### config.mk
export PLATFORM = sky130hd
export DESIGN_NAME = lma_ctrl
export DESIGN_NICKNAME = d
export VERILOG_FILES = /design/src/hdl/lma_pkg.sv /design/src/hdl/lma_ctrl.sv
export SDC_FILE = /design/constraint.sdc
export NUM_CORES = 1
export LEC_CHECK = 0
export BUFFER_PORTS_ARGS = -buffer_cell sky130_fd_sc_hd__buf_2
export CORE_AREA = 4 4 71 73
export DETAILED_ROUTE_END_ITERATION = 6
export DIE_AREA = 0 0 75 77
export PLACE_DENSITY_LB_ADDON = 0.15
export SYNTH_ARGS = -nofsm -noshare
export SYNTH_HDL_FRONTEND = slang
export SYNTH_SLANG_ARGS = --single-unit
### constraint.sdc
create_clock -name i_clk -period 3.2 [get_ports i_clk]
set_input_delay 0.64 -clock i_clk [delete_from_list [all_inputs] [get_ports i_clk]]
set_output_delay 0.64 -clock i_clk [all_outputs]
set_load 0.02 [all_outputs]
### src/hdl/lma_pkg.sv
`default_nettype none
package lma_pkg;

    localparam int SAMPLE_BITS  = 12;
    localparam int COUNT_BITS   = 18;
    localparam int MAX_LAGS_DEF = 16;
    localparam int LAG_BITS     = 5;
    localparam int FUNC_BITS    = 2;
    localparam int CFG_BITS     = 5;
    localparam int SQ_BITS      = 2 * SAMPLE_BITS;
    localparam int SUM_BITS     = 31;
    localparam int SUMSQ_BITS   = 41;
    localparam int CUBE_BITS    = 53;
    localparam int FOURTH_BITS  = 63;
    localparam int PAIR_BITS    = 31;
    localparam int PROD_BITS    = 41;

    localparam logic [0:0] CFG_EXT_ENABLE = 1'b0;
    localparam logic [0:0] CFG_NUM_LAGS   = 1'b1;

    typedef enum logic [FUNC_BITS-1:0] {
        FUNC_SAMPLE = 2'd0,
        FUNC_CLEAR  = 2'd1,
        FUNC_REPORT = 2'd2
    } t_func;

    typedef enum logic [3:0] {
        S_IDLE,
        S_SQ,
        S_POW,
        S_ACC,
        S_LAG,
        S_PUSH,
        S_DRAIN,
        S_REP_RD,
        S_REP_OUT
    } t_state;

    typedef struct packed {
        logic                ld_x;
        logic                ovf;
        logic                clr_all;
        logic                sq;
        logic                pow;
        logic                acc;
        logic                walk;
        logic                rd;
        logic                push;
        logic                out_ld;
        logic                out_last;
        logic                out_none;
        logic [LAG_BITS-1:0] idx;
    } t_cmd;

    typedef struct packed {
        logic                full;
        logic                ovf;
        logic                out_free;
        logic [LAG_BITS-1:0] fill;
        logic [LAG_BITS-1:0] nl;
    } t_sts;

endpackage
`default_nettype wire

### src/hdl/lma_ctrl.sv
`default_nettype none
module lma_ctrl (
    input  wire logic                          i_clk,
    input  wire logic                          i_rst_n,
    input  wire logic                          i_valid,
    input  wire logic [lma_pkg::FUNC_BITS-1:0] i_func,
    output logic                               o_ready,
    input  wire lma_pkg::t_sts                 i_sts,
    output lma_pkg::t_cmd                      o_cmd
);

    lma_pkg::t_state                r_state, n_state;
    logic [lma_pkg::LAG_BITS-1:0]   r_k, n_k;
    logic                           w_take;
    logic                           w_rep_last;

    assign w_take     = i_valid && (r_state == lma_pkg::S_IDLE);
    assign w_rep_last = (i_sts.nl == '0) || (r_k == i_sts.nl - 1'b1);

    always_ff @(posedge i_clk) begin
        if (!i_rst_n) begin
            r_state <= lma_pkg::S_IDLE;
            r_k     <= '0;
        end else begin
            r_state <= n_state;
            r_k     <= n_k;
        end
    end

    // next state
    always_comb begin
        n_state = r_state;
        n_k     = r_k;
        case (r_state)
            lma_pkg::S_IDLE: begin
                if (w_take) begin
                    case (lma_pkg::t_func'(i_func))
                        lma_pkg::FUNC_SAMPLE: begin
                            if (!i_sts.full) n_state = lma_pkg::S_SQ;
                        end
                        lma_pkg::FUNC_REPORT: begin
                            n_k = '0;
                            n_state = (i_sts.nl == '0) ? lma_pkg::S_REP_OUT
                                                       : lma_pkg::S_REP_RD;
                        end
                        default: n_state = lma_pkg::S_IDLE;
                    endcase
                end
            end
            lma_pkg::S_SQ:  n_state = lma_pkg::S_POW;
            lma_pkg::S_POW: n_state = lma_pkg::S_ACC;
            lma_pkg::S_ACC: begin
                n_k = '0;
                if (i_sts.nl == '0)        n_state = lma_pkg::S_IDLE;
                else if (i_sts.fill == '0) n_state = lma_pkg::S_PUSH;
                else                       n_state = lma_pkg::S_LAG;
            end
            lma_pkg::S_LAG: begin
                if (r_k == i_sts.fill - 1'b1) n_state = lma_pkg::S_PUSH;
                else                          n_k = r_k + 1'b1;
            end
            lma_pkg::S_PUSH:   n_state = lma_pkg::S_DRAIN;
            lma_pkg::S_DRAIN:  n_state = lma_pkg::S_IDLE;
            lma_pkg::S_REP_RD: n_state = lma_pkg::S_REP_OUT;
            lma_pkg::S_REP_OUT: begin
                if (i_sts.out_free) begin
                    if (w_rep_last) begin
                        n_state = lma_pkg::S_IDLE;
                    end else begin
                        n_k     = r_k + 1'b1;
                        n_state = lma_pkg::S_REP_RD;
                    end
                end
            end
            default: n_state = lma_pkg::S_IDLE;
        endcase
    end

    // commands
    always_comb begin
        o_cmd     = '0;
        o_cmd.idx = r_k;
        o_ready   = (r_state == lma_pkg::S_IDLE);
        case (r_state)
            lma_pkg::S_IDLE: begin
                if (w_take) begin
                    case (lma_pkg::t_func'(i_func))
                        lma_pkg::FUNC_SAMPLE: begin
                            o_cmd.ld_x = !i_sts.full;
                            o_cmd.ovf  = i_sts.full;
                        end
                        lma_pkg::FUNC_CLEAR: o_cmd.clr_all = 1'b1;
                        default: o_cmd.clr_all = 1'b0;
                    endcase
                end
            end
            lma_pkg::S_SQ:  o_cmd.sq  = 1'b1;
            lma_pkg::S_POW: o_cmd.pow = 1'b1;
            lma_pkg::S_ACC: o_cmd.acc = 1'b1;
            lma_pkg::S_LAG: begin
                o_cmd.walk = 1'b1;
                o_cmd.rd   = 1'b1;
            end
            lma_pkg::S_PUSH:   o_cmd.push = 1'b1;
            lma_pkg::S_REP_RD: o_cmd.rd   = 1'b1;
            lma_pkg::S_REP_OUT: begin
                o_cmd.out_ld   = i_sts.out_free;
                o_cmd.out_last = w_rep_last;
                o_cmd.out_none = (i_sts.nl == '0);
            end
            default: o_cmd.ld_x = 1'b0;
        endcase
    end

endmodule
`default_nettype wire

==> flow_metrics.tcl <==
set metrics [dict create \
    leakagePower_nw 0.5854 \
    peakVddDrop_mv 0.2896 \
    p_sw_uw 167.8 \
    startpoint_type "input port" \
    reg2reg_from "r_state[2]$_SDFFE_PN0P_" \
    firstDrtPassIters 4 \
    io_buffer_count 34 \
    p_clk_share_pct 27.8 \
    crit_end "o_cmd[6]" \
    min_path_cells 2 \
    die_x_um 75 \
    htree_levels 1 \
    post-route-min-period_ns 2.901 \
    drv_cap 0 \
    endpoint_kind "output pin" \
    fin_cells 219 \
    p_seq_share_pct 31.7 \
    io-pin-count 36 \
    syn_nets 154 \
    hpwl_um 2495 \
    hold_violations 0 \
    fin_crit_sh_pct 90.65 \
    p_int_uw 284.3 \
    grt_overflow 0 \
    yosysUniqueCellTypes 52 \
    share_comb_of_total_power_pct 40.6 \
    worst-path-max-fanout 3 \
    rsz0062_at_grt "no" \
    synth-seq-cells 9 \
    start_util_pct 24.57 \
    fin_setup_tns_ns 0 \
    clock_path_buffers 2 \
    placed_cell_area_sq_um 1289 \
    first_iter_violations 49 \
    synth_area_sq_um 1070 \
    grt_max_degree 17 \
    cts_tree "built" \
    synth_top_area_share_pct 16.84 \
    fin_area_sq_um 1334 \
    finalSetupViolCount 0 \
    cp.arrival_ns 2.26 \
    hold_buffers 0 \
    relSlewSlack_pct 62.61 \
    worstSetupStartpoint "i_sts[0]" \
    hold_ws_ns 0.5761 \
    syn_to_final_growth_pct 24.68 \
    antenna_found_initial 0 \
    multi_input_area_sq_um 843.3 \
    drive_gt1_share_pct 29.34 \
    cts_setup_buffers 0 \
    die_area_sq_um 5775 \
    dp_slack_ns 0.2800 \
    drt_wl_total_um 3045 \
    coreArea_sq_um 4354 \
    p_sw_share_pct 37.12 \
    synth-main-ff-cell "dfxtp_1" \
    path_class "input port to output pin" \
    yosysSeqAreaShare_pct 16.84 \
    r2r_slack_ns 1.10 \
    synth-edff-count 0 \
    setup_slack_ns 0.2993 \
    clk_latency_ns 0.23 \
    synthCells 133 \
    skew_ns 0.003212 \
    ant_nets 0 \
    required_ns 2.56 \
    grt_pass1_wl_um 4974 \
    slew_viol_final 0 \
    path_clk_slew_ns 0.04 \
    ctsResizeCount 0 \
    syn_avg_cell_area_sq_um 8.043 \
    yosysWarningCount 0 \
    status "finished clean" \
    numCtsBuffers 3 \
    cts_sinks 9 \
    reg2reg_depth 5 \
    synthArstFlopShare_pct 0 \
    routabilityCongestion 0.9050 \
    die_y_um 77 \
    clock.fmax_ghz 0.3447 \
    grtUsageTotal_pct 10.72 \
    seq_area_sq_um 180.2 \
    max_slew.worst_pin.slew_ns 0.5601 \
    clock-root-buffer "clkbuf_8" \
    num_vias 1132 \
    p_per_area_nw_per_um2 339.0 \
    diodes 0 \
    rows 24 \
    dpl.cell_count 215 \
    wl_per_cell_um 13.90 \
    grt_pass1_vias 1097 \
    holdCritPathClass "flop to flop" \
    fill_cells 468 \
    synth_area_leader_cell "dfxtp_1" \
    synthTopCellsByCount "dfxtp_1 (9), nand2_1 (9), nand3_1 (9), nor2_1 (9), xnor2_1 (9)" \
    r2r-end "r_k[1]$_SDFFE_PN0P_" \
    nets 189 \
    yosys-top-cells-area "dfxtp_1 (17%), xnor2_1 (7.4%), nand3_1 (4.2%), xor2_1 (4.1%), and3_1 (3.5%)" \
    drc 0 \
    via_per_inst 5.169 \
]
layer usage:
| layer | share of wire [%] | global-route usage, % | up-vias |
|---|---|---|---|
| met5 | 0 | 0 | - |
| met4 | 1.2 | 1.779 | 0 |
| met3 | 6.4 | 3.399 | 4 |
| met2 | 47 | 17.86 | 31 |
| met1 | 45 | 13.45 | 527 |
| li1 | - | - | 570 |
kinds of logic after synthesis:
group,Yosys count,synth area share (%)
compound gates,27,21.05
mux,3,2.807
flops,9,16.84
simple gates,65,37.90
buf+inv,11,4.327
xor+xnor,15,13.57
fa+ha+maj,3,3.509
flip-flops by register name, indices dropped and copies added (netlist names):
register and flops:
r_k 5, r_state 4
power by group through the flow:
stage	logic, mW	registers (mW)	clock network [mW]
2_1_floorplan	0.148	0.129	0
3_3_place_gp	0.180	0.145	0
3_5_place_dp	0.184	0.145	0
4_1_cts	0.184	0.143	0.131
5_1_grt	0.202	0.146	0.137
6_report	0.183	0.143	0.126
cell type report:
class                           count  share of cell area, %
Sequential cell                     9                  13.51
Inverter                            6                  1.689
Timing Repair Buffer               35                  13.32
Tap cell                           52                  4.878
Multi-Input combinational cell    113                  63.23
Clock buffer                        4                  3.377
critical path: stages:
cell and delay, ns:
buf_2 0.12, inv_1 0.05, ha_1 0.17, or3b_1 0.39, a211o_1 0.32, o31a_1 0.33
nor2_1 0.08, buf_2 0.16
stage by stage:
step / total power [mW] / util [%]
5_1_grt: 0.4850 / 30.63
3_5_place_dp: 0.3287 / 29.60
4_1_cts: 0.4580 / 30.63
6_report: 0.4521 / 30.63
3_3_place_gp: 0.3248 / 29.60
2_1_floorplan: 0.2770 / -
worst min path at each step:
stage                                to                 from
floorplan           r_k[4]$_SDFFE_PN0P_  r_k[4]$_SDFFE_PN0P_
global placement    r_k[1]$_SDFFE_PN0P_  r_k[1]$_SDFFE_PN0P_
detailed placement  r_k[4]$_SDFFE_PN0P_  r_k[4]$_SDFFE_PN0P_
CTS                 r_k[4]$_SDFFE_PN0P_  r_k[4]$_SDFFE_PN0P_
global route        r_k[1]$_SDFFE_PN0P_  r_k[1]$_SDFFE_PN0P_
finish              r_k[0]$_SDFFE_PN0P_  r_k[0]$_SDFFE_PN0P_
cells in the final DEF (no fill, tap or decap), types with 3 or more instances in the layout:
master / instances
dfxtp_1: 9
ha_1: 3
a31oi_1: 4
o22ai_1: 5
and3_1: 6
xor2_1: 5
a211oi_1: 3
nor2_1: 9
nand3_1: 9
inv_1: 5
nor2b_1: 4
mux2i_1: 3
nand2_1: 9
nand4b_1: 3
xnor2_1: 9
buf_2: 34
nand2b_1: 3
clkbuf_8: 3
nor3_1: 3
o221ai_1: 3
No activity file was read; power rests on OpenSTA's default activity.
